[src/hdl/fsla_pkg.sv]
`timescale 1ns / 1ps

package fsla_pkg;

    // Field widths fixed by the interface
    localparam int ADDR_W     = 48;
    localparam int COUNT_W    = 11;
    localparam int SHIFT_W    = 4;
    localparam int INDEX_W    = 10;
    localparam int CFG_IDX_W  = 2;
    localparam int CFG_DATA_W = 48;

    // Configuration register indexes
    localparam logic [CFG_IDX_W-1:0] CFG_BASE  = 2'd0;
    localparam logic [CFG_IDX_W-1:0] CFG_COUNT = 2'd1;
    localparam logic [CFG_IDX_W-1:0] CFG_SHIFT = 2'd2;

    // Register reset values and slot shift limits
    localparam logic [COUNT_W-1:0] COUNT_RESET = 11'd1024;
    localparam logic [SHIFT_W-1:0] SHIFT_MIN   = 4'd6;
    localparam logic [SHIFT_W-1:0] SHIFT_MAX   = 4'd12;

    // Request opcodes
    localparam logic OP_ALLOC = 1'b0;
    localparam logic OP_FREE  = 1'b1;

    typedef enum logic [2:0] {
        ST_ALLOC = 3'd0,
        ST_EMPTY = 3'd1,
        ST_FREED = 3'd2,
        ST_NULL  = 3'd3,
        ST_BAD   = 3'd4
    } t_status;

    typedef enum logic [1:0] {
        S_CLEAR,
        S_IDLE,
        S_EXEC
    } t_state;

    typedef struct packed {
        logic              op;
        logic [ADDR_W-1:0] address;
    } t_req;

    typedef struct packed {
        t_status            status;
        logic [ADDR_W-1:0]  slot_address;
        logic [INDEX_W-1:0] slot_index;
    } t_rsp;

    // Effective configuration seen by the control path
    typedef struct packed {
        logic               rebuild;
        logic [ADDR_W-1:0]  base;
        logic [COUNT_W-1:0] n_used;
        logic [SHIFT_W-1:0] sh_used;
    } t_cfg_view;

endpackage

[src/hdl/fsla_cfg.sv]
`timescale 1ns / 1ps

module fsla_cfg #(
    parameter int MAX_SLOTS = 1024
) (
    input  logic                                i_clk,
    input  logic                                i_rst_n,
    input  logic                                i_cfg_we,
    input  logic [fsla_pkg::CFG_IDX_W-1:0]      i_cfg_index,
    input  logic [fsla_pkg::CFG_DATA_W-1:0]     i_cfg_data,
    output fsla_pkg::t_cfg_view                 o_cfg
);
    import fsla_pkg::*;

    localparam logic [16:0] MAX_V = 17'(MAX_SLOTS);

    logic [ADDR_W-1:0]  r_base;
    logic [COUNT_W-1:0] r_count;
    logic [SHIFT_W-1:0] r_shift;
    logic               valid_idx;

    // Register writes; unknown indexes are dropped
    always_ff @(posedge i_clk) begin
        if (!i_rst_n) begin
            r_base  <= '0;
            r_count <= COUNT_RESET;
            r_shift <= SHIFT_MIN;
        end else if (i_cfg_we) begin
            unique case (i_cfg_index)
                CFG_BASE:  r_base  <= i_cfg_data[ADDR_W-1:0];
                CFG_COUNT: r_count <= i_cfg_data[COUNT_W-1:0];
                CFG_SHIFT: r_shift <= i_cfg_data[SHIFT_W-1:0];
                default: begin
                end
            endcase
        end
    end

    assign valid_idx = (i_cfg_index == CFG_BASE) || (i_cfg_index == CFG_COUNT) ||
                       (i_cfg_index == CFG_SHIFT);

    // Clamped view
    always_comb begin
        o_cfg.rebuild = i_cfg_we && valid_idx;
        o_cfg.base    = r_base;
        o_cfg.n_used  = (17'(r_count) > MAX_V) ? COUNT_W'(MAX_V) : r_count;
        if (r_shift < SHIFT_MIN) begin
            o_cfg.sh_used = SHIFT_MIN;
        end else if (r_shift > SHIFT_MAX) begin
            o_cfg.sh_used = SHIFT_MAX;
        end else begin
            o_cfg.sh_used = r_shift;
        end
    end

endmodule

[config.mk]
export PLATFORM = sky130hd
export DESIGN_NAME = fsla_cfg
export DESIGN_NICKNAME = d
export VERILOG_FILES = /design/src/hdl/fsla_pkg.sv /design/src/hdl/fsla_cfg.sv
export SDC_FILE = /design/constraint.sdc
export NUM_CORES = 1
export LEC_CHECK = 0
export BUFFER_PORTS_ARGS = -buffer_cell sky130_fd_sc_hd__buf_4
export CAP_MARGIN = 10
export CORE_UTILIZATION = 25
export CTS_BUF_LIST = sky130_fd_sc_hd__clkbuf_8
export CTS_CLUSTER_SIZE = 30
export DETAILED_ROUTE_END_ITERATION = 8
export GPL_TIMING_DRIVEN = 0
export SYNTH_ARGS = -nofsm -noshare
export SYNTH_HDL_FRONTEND = slang
export SYNTH_SLANG_ARGS = --single-unit
[constraint.sdc]
create_clock -name i_clk -period 1.7 [get_ports i_clk]
set_input_delay 0.17 -clock i_clk [delete_from_list [all_inputs] [get_ports i_clk]]
set_output_delay 0.17 -clock i_clk [all_outputs]
set_load 0.1 [all_outputs]
# --- Word-level counts from Yosys, hierarchy flattened ---
# Index checks and enable logic that the tools add are counted.
totals:
  regBits: 63
  in_bits: 53
  output_inout_bits: 64
  wordCells: 18
op_classes:
  n_lt_le_gt_ge: 3
  n_eq_ne: 2
  n_mux: 3
  n_reduce_logical: 7
ops:
  columns: ["cell", "n"]
  rows:
  - ["11-bit > comparator, second input constant", 1]
  - ["11-bit 2-to-1 mux", 1]
  - ["4-bit 2-to-1 mux", 2]
  - ["2-bit AND reduction", 3]
  - ["4-bit > comparator, second input constant", 1]
  - ["4-bit by 3-bit < comparator with 1-bit output, second input constant", 1]
  - ["2-bit by 1-bit equality test with 1-bit output, second input constant", 1]
  - ["2-bit equality test, second input constant", 1]
  - ["2-bit zero test", 1]
  - ["1-bit logical OR", 2]
  - ["1-bit logical AND", 1]

# --- Longest topological paths before layout ---
# Gate-level depths: netlist of run 1.
logic_depth:
  word_depth: 4
  mapped_depth: 4
  mapped_depth_nobuf: 2

# --- Worst setup path after synthesis of run 1 ---
# Ideal clock, no wire load.
synth_timing:
  path_type: "flip-flop to output port"
  start: "register r_shift[2]"
  end: "output port o_cfg[0] (netlist bit)"
  arrival_time_ps: 3384
  required_time_ps: 1530
  path_slack_ps: -1854
  path_stages_with_launch: 3
  n_path_buf: 0
  path_cell_list: "dfxtp_1 -> nand2b_1 -> a21boi_0"
synth_rtl:
  columns: ["item", "line", "source"]
  rows:
  - ["start: declaration", "fsla_cfg.sv:19", "logic [SHIFT_W-1:0] r_shift;"]
  - ["start signal: assignment", "fsla_cfg.sv:32", "CFG_SHIFT: r_shift <= i_cfg_data[SHIFT_W-1:0];"]
  - ["end: declaration", "fsla_cfg.sv:11", "output fsla_pkg::t_cfg_view o_cfg"]

==> results.md, run 1 <==
- Share of layout cells above drive strength 1: 34.6%
- Mapped Nets: 332
- Worst-Margin Slew: 0.523 ns
- Setup WS pre-CTS: 0.290 ns
- Crit path DAT: 1.35 ns
- WP data required: 1.53 ns
- Mean Syn Cell Area: 9.19 µm²
- Leakage Power: 1.72 nW
- CTS buffer count: 9
- Port bufs: 115
- DRC errors left: 0
- Final instance area: 3810 µm²
- Sw Pwr: 0.00112 W
- Crit Path Max Fanout: 5
- CTS tree: done
- Critical path's largest stage delay: 0.35 ns
- Vias in the first global route: 2231
- Flops & latches, synth: 63
- Largest delay share family, worst path: flip-flops
- Sw Ratio: 31.4%
- Total global-route track usage: 13.3%
- Placed inst area: 3610 µm²
- Final net count: 458
- Internal: 0.00245 W
- Slack of the critical path: 0.180 ns
- Hold_ws: 0.0791 ns
- Sink Count: 63
- # diodes: 0
- Fin crit period: 1.52 ns
- Final Cycle Share: 89.4%
- Antenna violations before repair: 0
- Die Ht: 103 µm
- Root Buffer: clkbuf_8
- Final setup fails: 0
- Crit end category: primary output
- Max cap viols: 0
- Largest net degree at the start of global routing: 12
- Final instance count without filler cells: 543
- Clk buf depth: 2
- Hold Buf Count CTS: 0
- Synth cell types: 19
- First DRT Iteration DRCs: 37
- Most frequent cells in the layout: buf_4 (116), nand2_1 (108), dfxtp_1 (63)
- Total wire length: 6780 µm
- Routed vias/inst: 4.21
- Detail Placement HPWL: 5100 µm
- RSZ-0062 raised after global routing: no
- CP Class: reg -> out
- Fin. Hold Viols: 0
- Gr ovfl total: 0
- Crit path cell chain: nand3b_1, a21boi_4, buf_4
- Worst skew pair latency: 0.32 ns
- CP max stage cell: dfxtp_1
- Avg WL per Cell: 12.5 µm
- Post-CTS Resized: 0
- Yosys warnings: 0
- Outcome: complete, no violations
- Clock power share: 36.5%
- Drt pass-1 iters: 4
- Via Count: 2287
- Cell count after synthesis: 279
- Clock Skews: 0 ns
- Most common cell after layout, fill and taps aside: buf_4
- Flop pwr share: 43.6%
- First-pass GRT wire length: 10700 µm
- Placed cell count: 527
- Buf/Inv on CP: 1
- Seq/Total Area, Yosys: 49.2%
- Routed Antenna Nets: 0
- Worst rel slew slack: 65.1%
- Site row count: 36
- Starting Density: 26.0%
- Die X-Extent: 103 µm
- GP Congestion: 0.725
- CP Launch Type: flop
- Power Total: 0.00357 W
- Fmax: 0.658 GHz
- Worst min path class: in -> reg
- Syn Std Cell Area: 2560 µm²
- Layout area overhead: 48.6%
- Core area: 9860 µm²
- I/O pin total: 117
- Peak VDD IR: 0.000323 V
- Total die area: 10700 µm²
- Max-slew violations: 0
- Clock transition at the registers of the reported paths: 0.08 ns
- Post-CTS Setup Inserts: 0
- Comb pwr share: 19.8%
- H-tree levels: 3
- PD cells: 937 nW/µm²
cells in the mapped netlist:
master	count	area share [%]
inv_1	2	0.29
nand4b_1	1	0.34
nand2_1	108	16
nand3b_1	3	0.88
and3b_1	1	0.34
nor3b_2	1	0.49
clkbuf_1	14	2.0
mux2i_1	60	23
nor2b_1	10	2.4
buf_2	4	0.78
o211ai_1	1	0.29
dfxtp_1	63	49
nand2b_1	1	0.24
o21ai_0	1	0.20
buf_4	1	0.29
a211o_1	2	0.68
buf_6	2	0.88
and4b_1	2	0.78
a21boi_0	2	0.59
power groups by stage:
| stage | Combinational [W] | Clock (W) | Sequential [W] |
|---|---|---|---|
| after floorplan | 0.000216 | 0 | 0.00187 |
| after global placement | 0.000713 | 0 | 0.00159 |
| after detailed placement | 0.000717 | 0 | 0.00159 |
| after CTS | 0.000718 | 0.00136 | 0.00156 |
| after global routing | 0.000749 | 0.00143 | 0.00156 |
| final | 0.000709 | 0.00130 | 0.00156 |
area by class of cell:
type                            count  area, µm²
Fill cell                        1021       6050
Sequential cell                    63       1260
Multi-Input combinational cell    193       1210
Timing Repair Buffer              115        863
Tap cell                          133        166
Clock buffer                       10        138
Buffer                             21        103
Clock inverter                      6       60.1
Inverter                            2       7.51
per-layer routing:
| layer | up-vias | wire (µm) | GRT usage [%] |
|---|---|---|---|
| met5 | - | 0 | 0 |
| met4 | 0 | 114 | 6.18 |
| met3 | 9 | 396 | 3.97 |
| met2 | 71 | 3200 | 21.8 |
| met1 | 1051 | 3070 | 16.1 |
| li1 | 1156 | - | - |
worst min-delay path: stages:
cell	delay [ns]
buf_4	0.11
nand2_1	0.04
mux2i_1	0.05
sequential cells by signal (all words and copies together), names as in the netlist:
name / count
r_base: 48
r_shift: 4
r_count: 11
per-stage QoR:
step	TNS [ns]	utilization [%]
after floorplan	-3.23	-
after global placement	0	36.6
after detailed placement	0	36.6
after CTS	0	38.6
after global routing	0	38.6
final	0	38.6
logic make-up (layout without fill, tap and decap cells):
| family | Yosys count | in the layout | synth area share [%] |
|---|---|---|---|
| buffers and inverters | 23 | 154 | 4.29 |
| multiplexers | 60 | 60 | 23.4 |
| AND/OR/NAND/NOR | 127 | 127 | 21.3 |
| flip-flops | 63 | 63 | 49.2 |
| AO/OA/AOI/OAI | 6 | 6 | 1.76 |
final timing paths:
kind	start	to	slack (ns)	cells after the start
max	r_shift[3]	o_cfg[0]	0.18	3
min	i_cfg_data[35]	r_base[35]	0.08	3
max reg2reg	r_count[10]	r_count[10]	0.78	2
min reg2reg	r_count[6]	r_count[6]	0.45	2
Power figures use the tool's default switching activity.
==> inputs of run 2 (changes only) <==
CORE_UTILIZATION = 52   (was 25)
PLACE_DENSITY = 0.87   (was not set)
==> run 2 against run 1 <==
Effect of this change:
- global-route usage up 11 points
- worst hold slack improved by 0.013 ns
- largest cell class unchanged
- flip-flop and latch count is the same
- fmax fell by 3.1%
- critical path depth did not move
- final area fell by 1.1%
==> results.md, run 2 (synthesized netlist as in run 1, its figures left out) <==
- Outcome: complete, no violations (unchanged)
- H-tree levels: 3 (unchanged)
- CTS tree: done (unchanged)
- Routed vias/inst: 4.90 (was 4.21)
- CP Launch Type: flop (unchanged)
- Total die area: 5220 µm² (was 10700 µm²)
- Clk buf depth: 2 (unchanged)
- Biggest register: r_base (unchanged)
- Via Count: 2336 (was 2287)
- Leakage Power: 1.75 nW (was 1.72 nW)
- RSZ-0062 raised after global routing: no (unchanged)
- WP data required: 1.53 ns (about the same)
- First DRT Iteration DRCs: 101 (was 37)
- Reg2Reg Setup Slack: 0.75 ns (was 0.78 ns)
- Avg WL per Cell: 13.1 µm (was 12.5 µm)
- DRC errors left: 0 (unchanged)
- Top Registers: r_base (48), r_count (11), r_shift (4) (unchanged)
- Fin. Hold Viols: 0 (unchanged)
- Power Total: 0.00381 W (was 0.00357 W)
- Total global-route track usage: 24.7% (was 13.3%)
- Antenna violations before repair: 0 (unchanged)
- Worst rel slew slack: 67.3% (was 65.1%)
- Layout filler cell count: 333 (was 1021)
- CP Class: reg -> out (unchanged)
- CP max stage cell: dfxtp_1 (unchanged)
- Max-slew violations: 0 (unchanged)
- Most common cell after layout, fill and taps aside: buf_4 (unchanged)
- Placed cell count: 461 (was 527)
- Die Ht: 72.2 µm (was 103 µm)
- Starting Density: 54.3% (was 26.0%)
- Share of layout cells above drive strength 1: 33.9% (was 34.6%)
- CTS buffer count: 9 (unchanged)
- Fmax: 0.638 GHz (was 0.658 GHz)
- Drt pass-1 iters: 4 (unchanged)
- Worst min path class: in -> reg (unchanged)
- Crit path cell chain: clkbuf_1, nor2b_1, buf_4 (was nand3b_1, a21boi_4, buf_4)
- Max cap viols: 0 (unchanged)
- First-pass GRT wire length: 9890 µm (was 10700 µm)
- Die X-Extent: 72.2 µm (was 103 µm)
- PD cells: 1010 nW/µm² (was 937 nW/µm²)
- Final net count: 458 (unchanged)
- Fin util: 79.8% (was 38.6%)
- Routed Antenna Nets: 0 (unchanged)
- Port bufs: 115 (unchanged)
- Final Cycle Share: 92.2% (was 89.4%)
- Root Buffer: clkbuf_8 (unchanged)
- Peak VDD IR: 0.000801 V (was 0.000323 V)
- Hold Buf Count CTS: 0 (unchanged)
- GP Congestion: 0.746 (was 0.725)
- Vias in the first global route: 2237 (was 2231)
- Largest net degree at the start of global routing: 11 (was 12)
- Worst skew pair latency: 0.32 ns (about the same)
- Core area: 4720 µm² (was 9860 µm²)
- Clock transition at the registers of the reported paths: 0.07 ns (was 0.08 ns)
- Final instance count without filler cells: 477 (was 543)
- Site row count: 25 (was 36)
- Clock Skews: 0 ns (unchanged)
- Sink Count: 63 (unchanged)
- Detail Placement HPWL: 4550 µm (was 5100 µm)
- I/O pin total: 117 (unchanged)
- Critical path's largest stage delay: 0.36 ns (was 0.35 ns)
- Most frequent cells in the layout: buf_4 (116), nand2_1 (108), dfxtp_1 (63) (unchanged)
- Post-CTS Setup Inserts: 0 (unchanged)
- Worst-Margin Slew: 0.490 ns (was 0.523 ns)
- Crit end category: primary output (unchanged)
- Fin crit period: 1.57 ns (was 1.52 ns)
- Total wire length: 6270 µm (was 6780 µm)
- Max FFs per register: 48 (unchanged)
- # diodes: 0 (unchanged)
- Layout area overhead: 47.0% (was 48.6%)
- Crit path DAT: 1.40 ns (was 1.35 ns)
- Crit Path Max Fanout: 10 (was 5)
- Final setup fails: 0 (unchanged)
- Post-CTS Resized: 0 (unchanged)
- Gr ovfl total: 0 (unchanged)
[run 2: cell count changes in the layout (fill, tap and decap cells not counted)]
cell and change:
inv_1 +3, clkinvlp_4 -2, clkinv_2 -3, bufinv_16 +2
[run 2: report_power, final]
part           internal, W  switching [W]
registers          0.00153      0.0000292
clock network     0.000999       0.000546
logic             0.000211       0.000498
[run 2: stage by stage]
stage	cell area [µm²]	hold slack, ns	setup slack [ns]	setup TNS, ns
after floorplan	2580	0.312	-0.310	-3.23
after global placement	3530	0.428	0.389	0
after detailed placement	3530	0.437	0.356	0
after CTS	3770	0.0806	0.100	0
after global routing	3770	0.0812	0.0778	0
final	3770	0.0923	0.132	0
[run 2: critical path, delay by kind of cell (launching register included)]
family,cells,cell delay (ns)
buffers and inverters,2,0.60
DFF,1,0.36
and+or+nand+nor,1,0.11
[run 2: final cells by class]
cell class / count / area (µm²) / share of cell area (%)
buffer: 21 / 103 / 2.72
clock buffer: 10 / 138 / 3.65
inverter: 2 / 7.51 / 0.199
timing repair buffer: 115 / 863 / 22.9
multi-input combinational: 193 / 1210 / 32.1
clock inverter: 6 / 101 / 2.69
tap: 67 / 83.8 / 2.22
sequential: 63 / 1260 / 33.5
[run 2: routing by layer]
metal,part of all wire (%),global-route usage [%],vias to the layer above
met2,48,40.4,75
met1,45,30.9,1090
met4,1.1,11.1,0
li1,-,-,1163
met3,5.8,6.11,8
met5,0,0,-
[run 2: path summary, 6_finish.rpt]
kind	start	to	cells past startpoint
setup / recovery	r_count[10]	o_cfg[12]	3
setup reg to reg	r_count[10]	r_count[10]	2
hold reg to reg	r_base[30]	r_base[30]	2
hold / removal	i_cfg_data[37]	r_base[37]	3
==> inputs of run 3 (changes only) <==
BUFFER_PORTS_ARGS = -buffer_cell sky130_fd_sc_hd__buf_2   (was -buffer_cell sky130_fd_sc_hd__buf_4)
CAP_MARGIN = not set   (was 10)
SETUP_SLACK_MARGIN = 0.4   (was not set)
==> run 3 against run 2 <==
Effect of this change:
- cell count increased by 0.21%
- register-to-register slack better by 0.05 ns
- fmax grew 10%
- clock power fell by 13%
- wire length is 2.3% higher
- sequential share of layout area is 0.078 points lower
- die area did not move
- non-clock buffer count grew 1
- core utilization rose by 0.58 points
- largest cell class is now multi-input combinational cells
==> results.md, run 3 (synthesized netlist as in run 1, its figures left out) <==
- First DRT Iteration DRCs: 98 (was 101)
- R2R depth: 2 (unchanged)
- Internal: 0.00250 W (was 0.00274 W)
- Post-CTS Setup Inserts: 0 (unchanged)
- Site row count: 25 (unchanged)
- Via Count: 2336 (unchanged)
- Gr ovfl total: 0 (unchanged)
- Placed cell count: 461 (unchanged)
- CP Launch Type: flop (unchanged)
- Fin crit period: 1.42 ns (was 1.57 ns)
- DRC errors left: 0 (unchanged)
- Clock power share: 37.5% (was 40.5%)
- Worst-Margin Slew: 0.499 ns (was 0.490 ns)
- Clock transition at the registers of the reported paths: 0.07 ns (about the same)
- Detail Placement HPWL: 4260 µm (was 4550 µm)
- WP data required: 1.53 ns (about the same)
- GP Congestion: 0.797 (was 0.746)
- Starting Density: 54.3% (unchanged)
- RSZ-0062 raised after global routing: yes (was no)
- I/O pin total: 117 (unchanged)
- Outcome: complete, no violations (unchanged)
- Placed inst area: 3330 µm² (was 3530 µm²)
- Clk buf depth: 2 (unchanged)
- Worst min path class: in -> reg (unchanged)
- Avg WL per Cell: 13.4 µm (was 13.1 µm)
- Final net count: 459 (was 458)
- Reg2Reg Setup Slack: 0.80 ns (was 0.75 ns)
- Min-delay src: i_cfg_data[21] (was i_cfg_data[37])
- Sw Ratio: 30.6% (was 28.2%)
- Most frequent cells in the layout: nand2_1 (108), buf_2 (92), mux2i_1 (60), dfxtp_1 (60), clkbuf_8 (12) (was buf_4 (116), nand2_1 (108), dfxtp_1 (63))
- # diodes: 0 (unchanged)
- Fmax: 0.704 GHz (was 0.638 GHz)
- Clock Skews: 0 ns (unchanged)
- Biggest register: r_base (unchanged)
- Crit path DAT: 1.25 ns (was 1.40 ns)
- CTS tree: done (unchanged)
- CTS buffer count: 9 (unchanged)
- Leakage Power: 1.76 nW (was 1.75 nW)
- Root Buffer: clkbuf_8 (unchanged)
- Max FFs per register: 48 (unchanged)
- Fin. Hold Viols: 0 (unchanged)
- Worst hold path cell count: 3 (unchanged)
- Flop pwr share: 43.4% (was 40.9%)
- Most common cell after layout, fill and taps aside: nand2_1 (was buf_4)
- Comb pwr share: 19.1% (was 18.6%)
- H-tree levels: 3 (unchanged)
- Final setup fails: 0 (unchanged)
- Core area: 4720 µm² (unchanged)
- First-pass GRT wire length: 9760 µm (was 9890 µm)
- Routed Antenna Nets: 0 (unchanged)
- Max cap viols: 0 (unchanged)
- Final instance area: 3800 µm² (was 3770 µm²)
- Peak VDD IR: 0.000786 V (was 0.000801 V)
- Crit end category: primary output (unchanged)
- Max-slew violations: 0 (unchanged)
- Crit Path Max Fanout: 4 (was 10)
- Drt pass-1 iters: 4 (unchanged)
- R2R Path Start: r_count[10] (unchanged)
- Power Total: 0.00360 W (was 0.00381 W)
- Share of layout cells above drive strength 1: 38.7% (was 33.9%)
- Top Registers: r_base (48), r_count (11), r_shift (4) (unchanged)
- Final Cycle Share: 83.6% (was 92.2%)
- R2r endpoint: r_count[10] (unchanged)
- Hold Buf Count CTS: 0 (unchanged)
- WHS Endpoint: r_base[21] (was r_base[37])
- Layout area overhead: 48.1% (was 47.0%)
- Sw Pwr: 0.00110 W (was 0.00107 W)
- Layout filler cell count: 305 (was 333)
- Port bufs: 115 (unchanged)
- Antenna violations before repair: 0 (unchanged)
- Vias in the first global route: 2255 (was 2237)
- Routed vias/inst: 4.89 (was 4.90)
- Largest net degree at the start of global routing: 11 (unchanged)
- Die X-Extent: 72.2 µm (unchanged)
- Worst skew pair latency: 0.33 ns (was 0.32 ns)
- Sink Count: 63 (unchanged)
- Total global-route track usage: 25.0% (was 24.7%)
- Sum Neg Setup Slack: 0 ns (unchanged)
- Total die area: 5220 µm² (unchanged)
- PD cells: 948 nW/µm² (was 1010 nW/µm²)
- Die Ht: 72.2 µm (unchanged)
- Final instance count without filler cells: 478 (was 477)
- CP Class: reg -> out (unchanged)
- Worst rel slew slack: 66.8% (was 67.3%)
- Total wire length: 6420 µm (was 6270 µm)
run 3: cell count changes in the layout (fill, tap and decap cells not counted), sizes merged:
cell and change:
clkbuf +13, buf -10, bufinv -2, clkinv +2, inv -2
run 3: power by group through the flow:
stage          logic [W]  registers [W]  clock network [W]
2_1_floorplan   0.000227        0.00187                  0
3_3_place_gp    0.000652        0.00159                  0
3_5_place_dp    0.000658        0.00159                  0
4_1_cts         0.000683        0.00156            0.00137
5_1_grt         0.000721        0.00157            0.00142
6_report        0.000689        0.00156            0.00135
run 3: layer usage:
layer / up-vias / wire [µm] / global-route usage [%]
met5: - / 0 / 0
met4: 0 / 211 / 16.6
met3: 17 / 422 / 6.25
met2: 92 / 3190 / 41.8
met1: 1066 / 2590 / 28.1
li1: 1161 / - / -
run 3: critical path: stages (launching register included):
cell	delay, ns
dfxtp_2	0.34
nand2b_2	0.20
a21boi_4	0.18
buf_12	0.19
run 3: worst max-delay path by stage:
stage	start	end	slack [ns]	cells past startpoint
after floorplan	r_shift[2]	o_cfg[0]	0.03	2
after CTS	r_shift[2]	o_cfg[0]	0.26	3
after global routing	r_shift[2]	o_cfg[0]	0.24	3
after detailed placement	i_cfg_index[1]	r_base[30]	0.35	5
after global placement	r_count[10]	o_cfg[11]	0.36	3
final	r_shift[2]	o_cfg[0]	0.28	3
run 3: final cells by class:
| cell class | count | area [µm²] | area share [%] |
|---|---|---|---|
| well taps | 67 | 83.8 | 2.21 |
| flip-flops and latches | 63 | 1270 | 33.4 |
| clock inverters | 4 | 43.8 | 1.15 |
| repair buffers | 116 | 813 | 21.4 |
| plain buffers | 21 | 126 | 3.33 |
| clock buffers | 12 | 165 | 4.35 |
| inverters | 2 | 7.51 | 0.198 |
| multi-input cells | 193 | 1290 | 33.9 |
run 3: through the flow:
step	setup WS, ns	utilization (%)	hold slack [ns]
2_1_floorplan	0.0292	-	0.312
3_3_place_gp	0.360	70.4	0.416
3_5_place_dp	0.355	70.4	0.423
4_1_cts	0.260	79.6	0.0566
5_1_grt	0.245	80.4	0.0643
6_report	0.279	80.4	0.0752
run 3: timing repair:
action | 4_1_cts | 5_1_grt
resized for setup | 56 | 13
endpoints found under the hold margin | 0 | 0
pin swaps | 0 | 1
endpoints found under the setup margin | 17 | 23
cloned | 1 | 0
