$ cat src/hdl/fsla_pkg.sv
`timescale 1ns / 1ps

package fsla_pkg;

    // Field widths fixed by the interface
    localparam int ADDR_W     = 48;
    localparam int COUNT_W    = 11;
    localparam int SHIFT_W    = 4;
    localparam int INDEX_W    = 10;
    localparam int CFG_IDX_W  = 2;
    localparam int CFG_DATA_W = 48;

    // Configuration register indexes
    localparam logic [CFG_IDX_W-1:0] CFG_BASE  = 2'd0;
    localparam logic [CFG_IDX_W-1:0] CFG_COUNT = 2'd1;
    localparam logic [CFG_IDX_W-1:0] CFG_SHIFT = 2'd2;

    // Register reset values and slot shift limits
    localparam logic [COUNT_W-1:0] COUNT_RESET = 11'd1024;
    localparam logic [SHIFT_W-1:0] SHIFT_MIN   = 4'd6;
    localparam logic [SHIFT_W-1:0] SHIFT_MAX   = 4'd12;

    // Request opcodes
    localparam logic OP_ALLOC = 1'b0;
    localparam logic OP_FREE  = 1'b1;

    typedef enum logic [2:0] {
        ST_ALLOC = 3'd0,
        ST_EMPTY = 3'd1,
        ST_FREED = 3'd2,
        ST_NULL  = 3'd3,
        ST_BAD   = 3'd4
    } t_status;

    typedef enum logic [1:0] {
        S_CLEAR,
        S_IDLE,
        S_EXEC
    } t_state;

    typedef struct packed {
        logic              op;
        logic [ADDR_W-1:0] address;
    } t_req;

    typedef struct packed {
        t_status            status;
        logic [ADDR_W-1:0]  slot_address;
        logic [INDEX_W-1:0] slot_index;
    } t_rsp;

    // Effective configuration seen by the control path
    typedef struct packed {
        logic               rebuild;
        logic [ADDR_W-1:0]  base;
        logic [COUNT_W-1:0] n_used;
        logic [SHIFT_W-1:0] sh_used;
    } t_cfg_view;

endpackage

$ cat src/hdl/fsla_ctrl.sv
`timescale 1ns / 1ps

module fsla_ctrl #(
    parameter int MAX_SLOTS = 1024,
    parameter int AW        = 10,
    parameter int IW        = 11
) (
    input  logic                 i_clk,
    input  logic                 i_rst_n,
    input  fsla_pkg::t_cfg_view  i_cfg,
    input  logic                 i_in_valid,
    output logic                 o_in_stall,
    input  fsla_pkg::t_req       i_in_req,
    output logic                 o_out_valid,
    input  logic                 i_out_stall,
    output fsla_pkg::t_rsp       o_out_rsp,
    output logic                 o_ram_we,
    output logic [AW-1:0]        o_ram_waddr,
    output logic [IW-1:0]        o_ram_wdata,
    output logic                 o_ram_re,
    output logic [AW-1:0]        o_ram_raddr,
    input  logic [IW-1:0]        i_ram_rdata
);
    import fsla_pkg::*;

    localparam logic [IW-1:0] NIL     = IW'(MAX_SLOTS);
    localparam logic [AW-1:0] LAST    = AW'(MAX_SLOTS - 1);
    localparam int            CW      = (AW > COUNT_W) ? AW : COUNT_W;
    localparam int            KW      = (IW > COUNT_W) ? IW : COUNT_W;

    t_state            r_state, n_state;
    logic [AW-1:0]     r_sweep, n_sweep;
    logic [IW-1:0]     r_head, n_head;
    logic              r_op, n_op;
    logic              r_null, n_null;
    logic              r_below, n_below;
    logic [ADDR_W-1:0] r_offset, n_offset;
    logic              r_out_valid, n_out_valid;
    t_rsp              r_out, n_out;

    logic              accept;
    logic              exec_go;
    logic              empty;
    logic              misalign;
    logic              bad;
    logic [ADDR_W:0]   diff;
    logic [ADDR_W-1:0] head_ext;
    logic [ADDR_W-1:0] slot_full;
    logic [ADDR_W-1:0] mask;

    assign o_in_stall  = (r_state != S_IDLE);
    assign accept      = i_in_valid && !o_in_stall;
    assign exec_go     = (r_state == S_EXEC) && (!r_out_valid || !i_out_stall);
    assign o_out_valid = r_out_valid;
    assign o_out_rsp   = r_out;

    // Address checks for a free, first half in the accept cycle
    assign diff      = {1'b0, i_in_req.address} - {1'b0, i_cfg.base};
    assign head_ext  = ADDR_W'(r_head);
    assign slot_full = r_offset >> i_cfg.sh_used;
    assign mask      = (ADDR_W'(1) << i_cfg.sh_used) - ADDR_W'(1);
    assign misalign  = |(r_offset & mask);
    assign bad       = r_below || misalign || (slot_full >= ADDR_W'(i_cfg.n_used));
    assign empty     = KW'(r_head) >= KW'(i_cfg.n_used);

    // Next state, memory ports and result
    always_comb begin
        n_state     = r_state;
        n_sweep     = r_sweep;
        n_head      = r_head;
        n_op        = r_op;
        n_null      = r_null;
        n_below     = r_below;
        n_offset    = r_offset;
        n_out       = r_out;
        n_out_valid = r_out_valid && i_out_stall;
        o_ram_we    = 1'b0;
        o_ram_waddr = r_sweep;
        o_ram_wdata = NIL;
        o_ram_re    = 1'b0;
        o_ram_raddr = r_head[AW-1:0];

        unique case (r_state)
            // Rebuild the chain: entry i points to i - 1; entry 0 and entries past n_used hold NIL
            S_CLEAR: begin
                o_ram_we = 1'b1;
                if ((r_sweep != '0) && (CW'(r_sweep) < CW'(i_cfg.n_used))) begin
                    o_ram_wdata = IW'(r_sweep) - IW'(1);
                end
                n_sweep = r_sweep + AW'(1);
                if (r_sweep == LAST) begin
                    n_state = S_IDLE;
                    n_sweep = '0;
                    n_head  = (i_cfg.n_used == '0) ? NIL :
                              IW'(i_cfg.n_used) - IW'(1);
                end
            end
            // Take a request; start the next-index read for a pop
            S_IDLE: begin
                if (accept) begin
                    n_op     = i_in_req.op;
                    n_null   = (i_in_req.address == '0);
                    n_below  = diff[ADDR_W];
                    n_offset = diff[ADDR_W-1:0];
                    o_ram_re = (i_in_req.op == OP_ALLOC) && (r_head != NIL);
                    n_state  = S_EXEC;
                end
            end
            // Finish the request once the output register is free
            S_EXEC: begin
                if (exec_go) begin
                    n_state      = S_IDLE;
                    n_out_valid  = 1'b1;
                    n_out.status       = ST_ALLOC;
                    n_out.slot_address = '0;
                    n_out.slot_index   = '0;
                    if (r_op == OP_ALLOC) begin
                        if (empty) begin
                            n_out.status = ST_EMPTY;
                        end else begin
                            n_head             = i_ram_rdata;
                            n_out.slot_address = i_cfg.base + (head_ext << i_cfg.sh_used);
                            n_out.slot_index   = head_ext[INDEX_W-1:0];
                        end
                    end else if (r_null) begin
                        n_out.status = ST_NULL;
                    end else if (bad) begin
                        n_out.status = ST_BAD;
                    end else begin
                        o_ram_we         = 1'b1;
                        o_ram_waddr      = slot_full[AW-1:0];
                        o_ram_wdata      = r_head;
                        n_head           = IW'(slot_full);
                        n_out.status     = ST_FREED;
                        n_out.slot_index = slot_full[INDEX_W-1:0];
                    end
                end
            end
            default: begin
                n_state = S_CLEAR;
            end
        endcase

        // A register write restarts the rebuild
        if (i_cfg.rebuild) begin
            n_state = S_CLEAR;
            n_sweep = '0;
        end
    end

    // Control state
    always_ff @(posedge i_clk) begin
        if (!i_rst_n) begin
            r_state     <= S_CLEAR;
            r_sweep     <= '0;
            r_head      <= NIL;
            r_out_valid <= 1'b0;
        end else begin
            r_state     <= n_state;
            r_sweep     <= n_sweep;
            r_head      <= n_head;
            r_out_valid <= n_out_valid;
        end
    end

    // Payload
    always_ff @(posedge i_clk) begin
        r_op     <= n_op;
        r_null   <= n_null;
        r_below  <= n_below;
        r_offset <= n_offset;
        r_out    <= n_out;
    end

endmodule

$ cat config.mk
export PLATFORM = sky130hd
export DESIGN_NAME = fsla_ctrl
export DESIGN_NICKNAME = d
export VERILOG_FILES = /design/src/hdl/fsla_pkg.sv /design/src/hdl/fsla_ctrl.sv
export SDC_FILE = /design/constraint.sdc
export NUM_CORES = 1
export LEC_CHECK = 0
export BUFFER_PORTS_ARGS = -buffer_cell sky130_fd_sc_hd__clkbuf_2
export CORE_ASPECT_RATIO = 1.25
export CORE_MARGIN = 10
export CORE_UTILIZATION = 63
export DETAILED_ROUTE_END_ITERATION = 7
export GPL_TIMING_DRIVEN = 0
export PLACE_DENSITY_LB_ADDON = 0.2
export SKIP_LAST_GASP = 1
export SLEW_MARGIN = 20
export SYNTH_ARGS = -nofsm -noshare
export SYNTH_HDL_FRONTEND = slang
export SYNTH_SLANG_ARGS = --single-unit
$ cat constraint.sdc
create_clock -name i_clk -period 13.4 [get_ports i_clk]
set_clock_uncertainty 0.15 [all_clocks]
set_input_delay 2.68 -clock i_clk [delete_from_list [all_inputs] [get_ports i_clk]]
set_output_delay 2.68 -clock i_clk [all_outputs]
set_load 0.005 [all_outputs]
# Yosys cells after proc, flatten, opt, wreduce, memory -nomap -nowiden

Index checks and enable logic that the tools add are counted.
Widths: inputs -> output; s select.

Mux-type cells: 41
Order comparisons: 3
Add/subtract/negate cells: 6
Reductions and logical operators: 23
Bitwise gates (word level): 3
Shift-type cells: 3
Equality and inequality tests: 11

Operators by type and width:

| operator              | count |
|---|---|
| $mux 11               | 12 |
| $mux 10               | 10 |
| $sub 48x48->49        | 1 |
| $add 48x48->48        | 1 |
| $and 48x48->48        | 1 |
| $ge 48x11->1          | 1 |
| $logic_not 48->1      | 1 |
| $reduce_or 48->1      | 1 |
| $shl 1x4->48 const A  | 1 |
| $shl 11x4->48         | 1 |
| $shr 48x4->48         | 1 |
| $sub 48x2->48 const B | 1 |
| $pmux 11 s2           | 2 |
| $ge 11x11->1          | 1 |
| $logic_not 11->1      | 1 |
| $lt 10x11->1          | 1 |
| $ne 11x11->1 const B  | 1 |
| $sub 10x1->11 const B | 1 |
| $sub 11x1->11 const B | 1 |
| $add 10x1->10 const B | 1 |
| $eq 10x10->1 const B  | 1 |
| $reduce_bool 10->1    | 1 |
| $mux 1                | 9 |
| $mux 3                | 3 |
| other kinds (18)      | 35 |

Register bits after elaboration: 136
Input bits: 128
Output and inout bits: 96
Word-level logic and storage cells: 101

# Logic depth before layout (Yosys ltp)

Gate-level depths: netlist of run 1.

Depth after elaboration: 11
Depth in mapped cells: 25

# Worst setup path before layout of run 1

Ideal clock, no wire load.

Kind: input to output
Start point: in i_cfg[0] in the netlist's numbering
End point: out o_ram_waddr[3]
Arrival time: 6.986 ns
Cell stages on the path: 17
Setup slack: 3.584 ns
Path buffers: 5
Path through: buf_4 -> buf_2 -> buf_2 -> buf_1 -> mux4_2 -> mux4_2 -> ha_1 -> or3_1 -> a31oi_1 -> nand4b_1 -> nor4_1 -> nand4_1 -> a311oi_2 -> and3b_1 -> and2_4 -> buf_8 -> mux2_1

Cells in the longest elaborated chain, start to end: 11
Elaborated cells between the ends (all ways): 13

Ends and longest elaborated chain:

| item                          | RTL line         | text |
|---|---|---|
| start, declared               | fsla_ctrl.sv:10  | `input fsla_pkg::t_cfg_view i_cfg,` |
| $shl 1x4->48                  | fsla_ctrl.sv:61  | `assign mask = (ADDR_W'(1) << i_cfg.sh_used) - ADDR_W'(1);` |
| $sub 48x2->48                 | fsla_ctrl.sv:61  |  |
| $and 48x48->48                | fsla_ctrl.sv:62  | `assign misalign = \|(r_offset & mask);` |
| $reduce_or 48->1              | fsla_ctrl.sv:62  |  |
| $logic_or 1x1->1 (2 in a row) | fsla_ctrl.sv:63  | `assign bad = r_below \|\| misalign \|\| (slot_full >= ADDR_W'(i_cfg.n_used));` |
| $mux 10 (*)                   | fsla_ctrl.sv:127 | `end else if (bad) begin` |
| $mux 10 (*)                   | fsla_ctrl.sv:125 | `end else if (r_null) begin` |
| $mux 10 (*)                   | fsla_ctrl.sv:117 | `if (r_op == OP_ALLOC) begin` |
| $mux 10 (*)                   | fsla_ctrl.sv:111 | `if (exec_go) begin` |
| $mux 10 (*)                   | fsla_ctrl.sv:83  | `unique case (r_state)` |
| end, declared                 | fsla_ctrl.sv:18  | `output logic [AW-1:0] o_ram_waddr,` |

Mark *: on every way between the ends. The rest lies on a longest branch, timed or not.

# Final worst setup path of run 1

Start point: in i_cfg[1] in the netlist's numbering
End point: out o_ram_waddr[4]

Same word-level chain as after synthesis.

==> impl_metrics.yaml, run 1 <==
min_path:
  hold_path_startpoint: "r_sweep[9]"
  hold_end: "r_sweep[9]"
  hold-path-cell-count: 2
  worstHoldPathType: "register to register"
worst_setup_path:
  r2r_setup_slack_ns: 8.05
  critPathMostFrequentCell: "buf_2"
  worstPathRequired_ns: 10.57
  path_class: "input port to output port"
  crit_arrival_ns: 8.56
  timing.critical_path.fanout_max: 10
  path_cells: "buf_4 -> buf_2 -> buf_2 -> buf_2 -> buf_2 -> buf_2 -> buf_2 -> clkbuf_1 -> nand4_1 -> ha_1 -> inv_1 -> a222oi_1 -> nand3_1 -> nor4_1 -> nand4_1 -> a311oi_2 -> and3b_1 -> and2_4 -> buf_8 -> mux2_1 -> clkbuf_2"
  worst-r2r-cell-count: 17
  worstReg2RegEnd: "o_out_rsp[41]"
  crit_path_max_incr_delay_ns: 0.61
  worst_path_dominant_cell_family: "buffers and inverters"
  critPathBufInv: 11
  timing.critical_path.to_type: "output port"
  worst_reg2reg_path_startpoint: "r_head[10]"
  cp_slowest_cell: "a311oi_2"
  timing.critical_path.from_type: "input port"
logic_synthesis:
  syn_area_per_cell_um2: 8.87
  synth_enable_flop_cells: 112
  synth_cell_type_count: 78
  synth_sequential_area_ratio: 0.291
  synth.top_cells.by_count: "125 x nor2_1, 114 x a21oi_1, 112 x edfxtp_1"
  synth-main-ff-cell: "edfxtp_1"
  syn_inst: 1490
  ys_seq_elements: 136
  synthDominantCellAreaShare: 0.255
  synth_warnings: 0
  synth_area_leader_cell: "edfxtp_1"
  synth.most_common_cell: "nor2_1"
  postSynth.asyncResetShare: 0
  netlist_area_mm2: 0.0132
  synthTopCellsByArea: "edfxtp_1 25%, ha_1 10%, a21oi_1 4.3%, mux4_2 4.3%, xnor2_1 3.6%"
  synthesized_netlist_net_count: 1730
sta:
  period_utilization: 0.850
  grt_setup_unrepaired: "false"
  final_max_slew_viol_count: 0
  finalSetupTns_ns: 0
  finalWorstPathRequiredPeriod_ns: 11.39
  timing.final.setup_violations: 0
  final_hold_vios: 0
  tightestPinTransition_ns: 1.19
  max-slew-margin-rel: 0.197
  timing.fmax_mhz: 87.8
  fin_hold_ws_ns: 0.457
floorplan:
  io_pins: 224
  initial_core_util: 0.637
  core_region_area_mm2: 0.0207
  dieWidth_um: 150
  floorplan.rows: 59
  die_height_um: 182
  area_enclosed_by_the_die_boundary_mm2: 0.0272
cts:
  ctsResizeCount: 0
  clk_pin_slew_worst_paths_ns: 0.06
  tritoncts_clock_tree: "built"
  cts_max_path_buffers: 2
  cts_buffer_count: 17
  clock_insertion_delay_at_the_later_pin_of_the_skew_report_ns: 0.44
  ctsRootBufferMaster: "clkbuf_16"
  post-cts-setup-buffers: 0
  htree_num_levels: 4
  cts_sinks: 136
  cts-hold-fix-buffers: 0
detailed_routing:
  drt_iter0_drc: 1237
  wire_per_inst_um: 22.8
  average_vias_per_placed_instance: 6.58
  route.detailed.drc: 0
  drt.antenna.violating_nets: 0
  route.vias.total: 13300
  detail_route.first_pass.iterations: 7
  routed_wl_mm: 46.2
final_layout:
  post_route_cells_drive_above_1_share: 0.199
  nets: 1974
  post_layout_nonfiller_instances: 2021
  layout.filler_cells: 1612
  post_synthesis_to_final_layout_area_growth_pct: 16.3
  antennaDiodeCount: 0
pwr:
  power_per_unit_of_standard_cell_area_mw_per_mm2: 84.7
  peak_ir_drop_on_the_vdd_network_uv: 92.7
  power.share.combinational: 0.259
  p_seq_frac: 0.357
  p_sw_w: 0.000411
  clkPwrFrac: 0.384
  power.share.switching: 0.316
  static-leakage-power_nw: 6.74
  internal_power_w: 0.000890
placed_design:
  gp_routability_congestion: 1.04
  place.port_buffers: 221
  place_hpwl_mm: 37.2
  placed_cells_incl_taps: 1989
global_route:
  globalRoute.totalOverflow: 0
  met1_usage: 0.350
  antenna_found_initial: 0
  grt_start_max_net_pins: 38
  grt_pass1_wl_mm: 71.0
  groute.usage.overall: 0.331
  first_global_vias: 13300
  grtUsageMet2: 0.570
  most_crowded_layer_after_global_routing: "met2"
  grtUsageMet3: 0.0692
outcome:
  run_status: "completed"
run:
  timing.max_cap.violations: 0
-- placed cells by master, fill, tap and decap left out, drive strengths merged, types with 7 or more instances in the layout --
cell / instances
a211oi: 21
a21o: 58
a21oi: 114
a22o: 9
a31oi: 15
and2: 8
and3: 9
buf: 43
clkbuf: 292
dfxtp: 24
edfxtp: 112
ha: 110
inv: 87
mux2: 16
mux2i: 35
mux4: 25
nand2: 101
nand2b: 17
nand3: 37
nand4: 24
nor2: 125
nor2b: 22
nor3: 33
nor3b: 7
nor4: 36
o211a: 11
o211ai: 12
o21a: 21
o21ai: 74
o221ai: 12
o2bb2ai: 14
o31a: 7
o31ai: 15
or3: 15
or4: 9
xnor2: 55
xor2: 37
-- registers in the layout, indices dropped and copies added (netlist names) --
register     cells
o_out_rsp       61
o_out_valid      1
r_below          1
r_head          11
r_null           1
r_offset        48
r_op             1
r_state          2
r_sweep         10
-- worst max path at each step --
stage,start,to,slack (ns),cells past startpoint
2_1_floorplan,i_cfg[0],o_ram_waddr[3],3.58,17
3_3_place_gp,i_cfg[1],o_ram_waddr[6],2.20,21
3_5_place_dp,i_cfg[1],o_ram_waddr[4],2.23,21
4_1_cts,i_cfg[1],o_ram_waddr[4],2.20,21
5_1_grt,i_cfg[1],o_ram_waddr[6],1.70,21
6_report,i_cfg[1],o_ram_waddr[4],2.01,21
-- per-stage QoR --
step / util / setup slack [ns] / area, µm² / power, W
floorplan: - / 3.58 / 13200 / 0.000697
global placement: 0.707 / 2.20 / 14700 / 0.000793
finish: 0.741 / 2.01 / 15400 / 0.00130
detailed placement: 0.711 / 2.23 / 14800 / 0.000799
global route: 0.741 / 1.70 / 15400 / 0.00135
CTS: 0.741 / 2.20 / 15400 / 0.00129
-- power by group through the flow --
stage | registers (W) | clock network, W | logic, W
after floorplan | 0.000473 | 0 | 0.000224
after global placement | 0.000473 | 0 | 0.000320
after detailed placement | 0.000473 | 0 | 0.000326
after CTS | 0.000464 | 0.000497 | 0.000329
after global routing | 0.000464 | 0.000516 | 0.000367
final | 0.000464 | 0.000500 | 0.000337
-- final cells by class --
cell class	count	area, µm²	share of cell area
repair buffers	225	1190	0.0772
clock buffers	19	433	0.0282
inverters	85	319	0.0208
clock inverters	13	171	0.0112
multi-input cells	1178	8630	0.561
flip-flops and latches	136	3840	0.250
plain buffers	91	440	0.0287
well taps	274	343	0.0223
-- routing by layer --
| layer | vias to the layer above | share of wire |
|---|---|---|
| met5 | - | 0 |
| met4 | 0 | 0.081 |
| met3 | 216 | 0.085 |
| met2 | 807 | 0.48 |
| met1 | 6153 | 0.35 |
| li1 | 6118 | - |
-- cell families after synthesis --
family	after synthesis	synth area share
buffers and inverters	176	0.0575
AND/OR/NAND/NOR	458	0.171
multiplexers	76	0.0828
XOR/XNOR	92	0.0610
AO/OA/AOI/OAI	440	0.229
adder cells (fa/ha/maj)	112	0.107
flip-flops	136	0.291
-- worst min-delay path, delay by kind of cell (launching register included) --
kind	cells	cell delay, ns
flip-flops	1	0.38
AO/OA/AOI/OAI	2	0.18
(Power assumes the default switching activity.)
==> inputs of run 2 (changes only) <==
PLACE_DENSITY_LB_ADDON = 0.15   (was 0.2)
==> run 2 against run 1 <==
Against the previous run: via count decreased by 1.0%; non-clock buffer count stayed put; highest routed layer unchanged; final cell count stayed put; sequential share of layout area about the same; clock-buffer cell count did not move; global-route usage decreased by 0.30 points; wire length decreased by 1.1%; sequential power about the same; critical endpoint is now o_ram_waddr[6].
==> impl_metrics.yaml, run 2 (same netlist as run 1, synthesis figures left out) <==
sta:
  finalWorstPathRequiredPeriod_ns: 11.42
  final_critical_path_setup_slack_ns: 1.98
  final_hold_vios: 0
  final_max_slew_viol_count: 0
  timing.fmax_mhz: 87.5
  max-slew-margin-rel: 0.277
  tightestPinTransition_ns: 1.07
  grt_setup_unrepaired: "false"
  finalSetupTns_ns: 0
  period_utilization: 0.852
  timing.final.setup_violations: 0
detailed_routing:
  drt_iter0_drc: 1235
  detail_route.first_pass.iterations: 8
  routed_wl_mm: 45.6
  wire_per_inst_um: 22.6
  average_vias_per_placed_instance: 6.51
  route.detailed.drc: 0
  drt.antenna.violating_nets: 0
  route.vias.total: 13200
min_path:
  worstHoldPathType: "register to register"
cts:
  cts_max_path_buffers: 2
  htree_num_levels: 4
  clock_insertion_delay_at_the_later_pin_of_the_skew_report_ns: 0.44
  post-cts-setup-buffers: 0
  ctsRootBufferMaster: "clkbuf_16"
  ctsResizeCount: 0
  cts_sinks: 136
  clk_pin_slew_worst_paths_ns: 0.06
  cts_buffer_count: 17
  tritoncts_clock_tree: "built"
  cts-hold-fix-buffers: 0
final_layout:
  layout.cell_area.non_filler_mm2: 0.0154
  layout_common_cells: "221 x clkbuf_2, 125 x nor2_1, 113 x a21oi_1"
  mostFrequentLayoutCell: "clkbuf_2"
  post-route-util: 0.741
  post_synthesis_to_final_layout_area_growth_pct: 16.3
  nets: 1974
  largest_register_ff_count: 61
  post_route_cells_drive_above_1_share: 0.199
  antennaDiodeCount: 0
floorplan:
  core_region_area_mm2: 0.0207
  initial_core_util: 0.637
  die_height_um: 182
  floorplan.rows: 59
  io_pins: 224
  area_enclosed_by_the_die_boundary_mm2: 0.0272
  dieWidth_um: 150
worst_setup_path:
  worst-r2r-cell-count: 17
  crit_arrival_ns: 8.59
  path_cells: "buf_4 -> buf_2 -> buf_2 -> buf_2 -> buf_2 -> buf_2 -> buf_2 -> clkbuf_1 -> nand4_1 -> ha_1 -> inv_1 -> a222oi_1 -> nand3_1 -> nor4_1 -> nand4_1 -> a311oi_2 -> and3b_1 -> and2_4 -> buf_8 -> mux2_1 -> clkbuf_2"
  cp-endpoint: "o_ram_waddr[6]"
  cp_slowest_cell: "a311oi_2"
  timing.critical_path.from_type: "input port"
  timing.critical_path.to_type: "output port"
  worst_reg2reg_path_startpoint: "r_head[10]"
  critPathBufInv: 11
  path_class: "input port to output port"
  critPathMostFrequentCell: "buf_2"
  crit_path_max_incr_delay_ns: 0.60
  worstReg2RegEnd: "o_out_rsp[37]"
  setup.worst_path.start: "i_cfg[1]"
  worst_path_dominant_cell_family: "buffers and inverters"
  r2r_setup_slack_ns: 8.13
  worstPathRequired_ns: 10.57
  timing.critical_path.fanout_max: 10
  crit_cells: 21
placed_design:
  placed_cell_areas_mm2: 0.0148
  pre_cts_ws_ns: 2.19
  gp_routability_congestion: 1.04
  place.port_buffers: 221
  place_hpwl_mm: 36.8
pwr:
  power_per_unit_of_standard_cell_area_mw_per_mm2: 84.2
  p_seq_frac: 0.358
  peak_ir_drop_on_the_vdd_network_uv: 96.9
  p_sw_w: 0.000405
  power.share.combinational: 0.261
  internal_power_w: 0.000889
  power.share.switching: 0.313
  static-leakage-power_nw: 6.74
  clkPwrFrac: 0.381
global_route:
  grt_start_max_net_pins: 41
  grt_pass1_wl_mm: 70.5
  first_global_vias: 13100
  groute.usage.overall: 0.328
  antenna_found_initial: 0
  globalRoute.totalOverflow: 0
outcome:
  run_status: "completed"
run:
  timing.max_cap.violations: 0
run 2: cell count changes in the layout (fill, tap and decap cells not counted), sizes merged:
cell      delta
clkinv       +3
inv          -2
clkinvlp     -1
run 2: metrics by stage:
step                power, W  hold slack [ns]  std cells
detailed placement  0.000799            0.442       1989
global route         0.00135            0.503       2021
global placement    0.000794            0.418       1985
finish               0.00129            0.456       2021
floorplan           0.000697            0.352       1490
CTS                  0.00129            0.451       2021
run 2: metal layers:
metal	GRT usage	share of wire	vias up
li1	-	-	6124
met5	0	0	-
met4	0.233	0.075	0
met2	0.569	0.49	769
met1	0.350	0.35	6083
met3	0.0595	0.080	185
run 2: power by group through the flow:
stage / Combinational [W] / Clock [W] / Sequential [W]
finish: 0.000337 / 0.000493 / 0.000464
global route: 0.000367 / 0.000515 / 0.000464
CTS: 0.000329 / 0.000495 / 0.000464
detailed placement: 0.000326 / 0 / 0.000473
global placement: 0.000321 / 0 / 0.000473
floorplan: 0.000224 / 0 / 0.000473
run 2: worst min-delay path, delay by kind of cell (launching register included):
family | cells | cell delay, ns
AO/OA/AOI/OAI | 2 | 0.17
flip-flops | 1 | 0.39
run 2: final cells by class:
type                       count  area, µm²
timing repair buffer         225       1190
fill                        1656       5380
multi-input combinational   1178       8630
buffer                        91        440
clock inverter                13        173
tap                          274        343
clock buffer                  19        433
sequential                   136       3840
inverter                      85        319
run 2: worst min-delay path by stage:
stage,from,end,slack (ns),depth (start not counted)
after CTS,r_sweep[9],r_sweep[9],0.45,2
after detailed placement,r_sweep[9],r_sweep[9],0.44,2
after floorplan,o_out_valid,o_out_valid,0.35,2
after global placement,r_sweep[9],r_sweep[9],0.42,2
final,r_sweep[9],r_sweep[9],0.46,2
after global routing,r_sweep[9],r_sweep[9],0.50,2
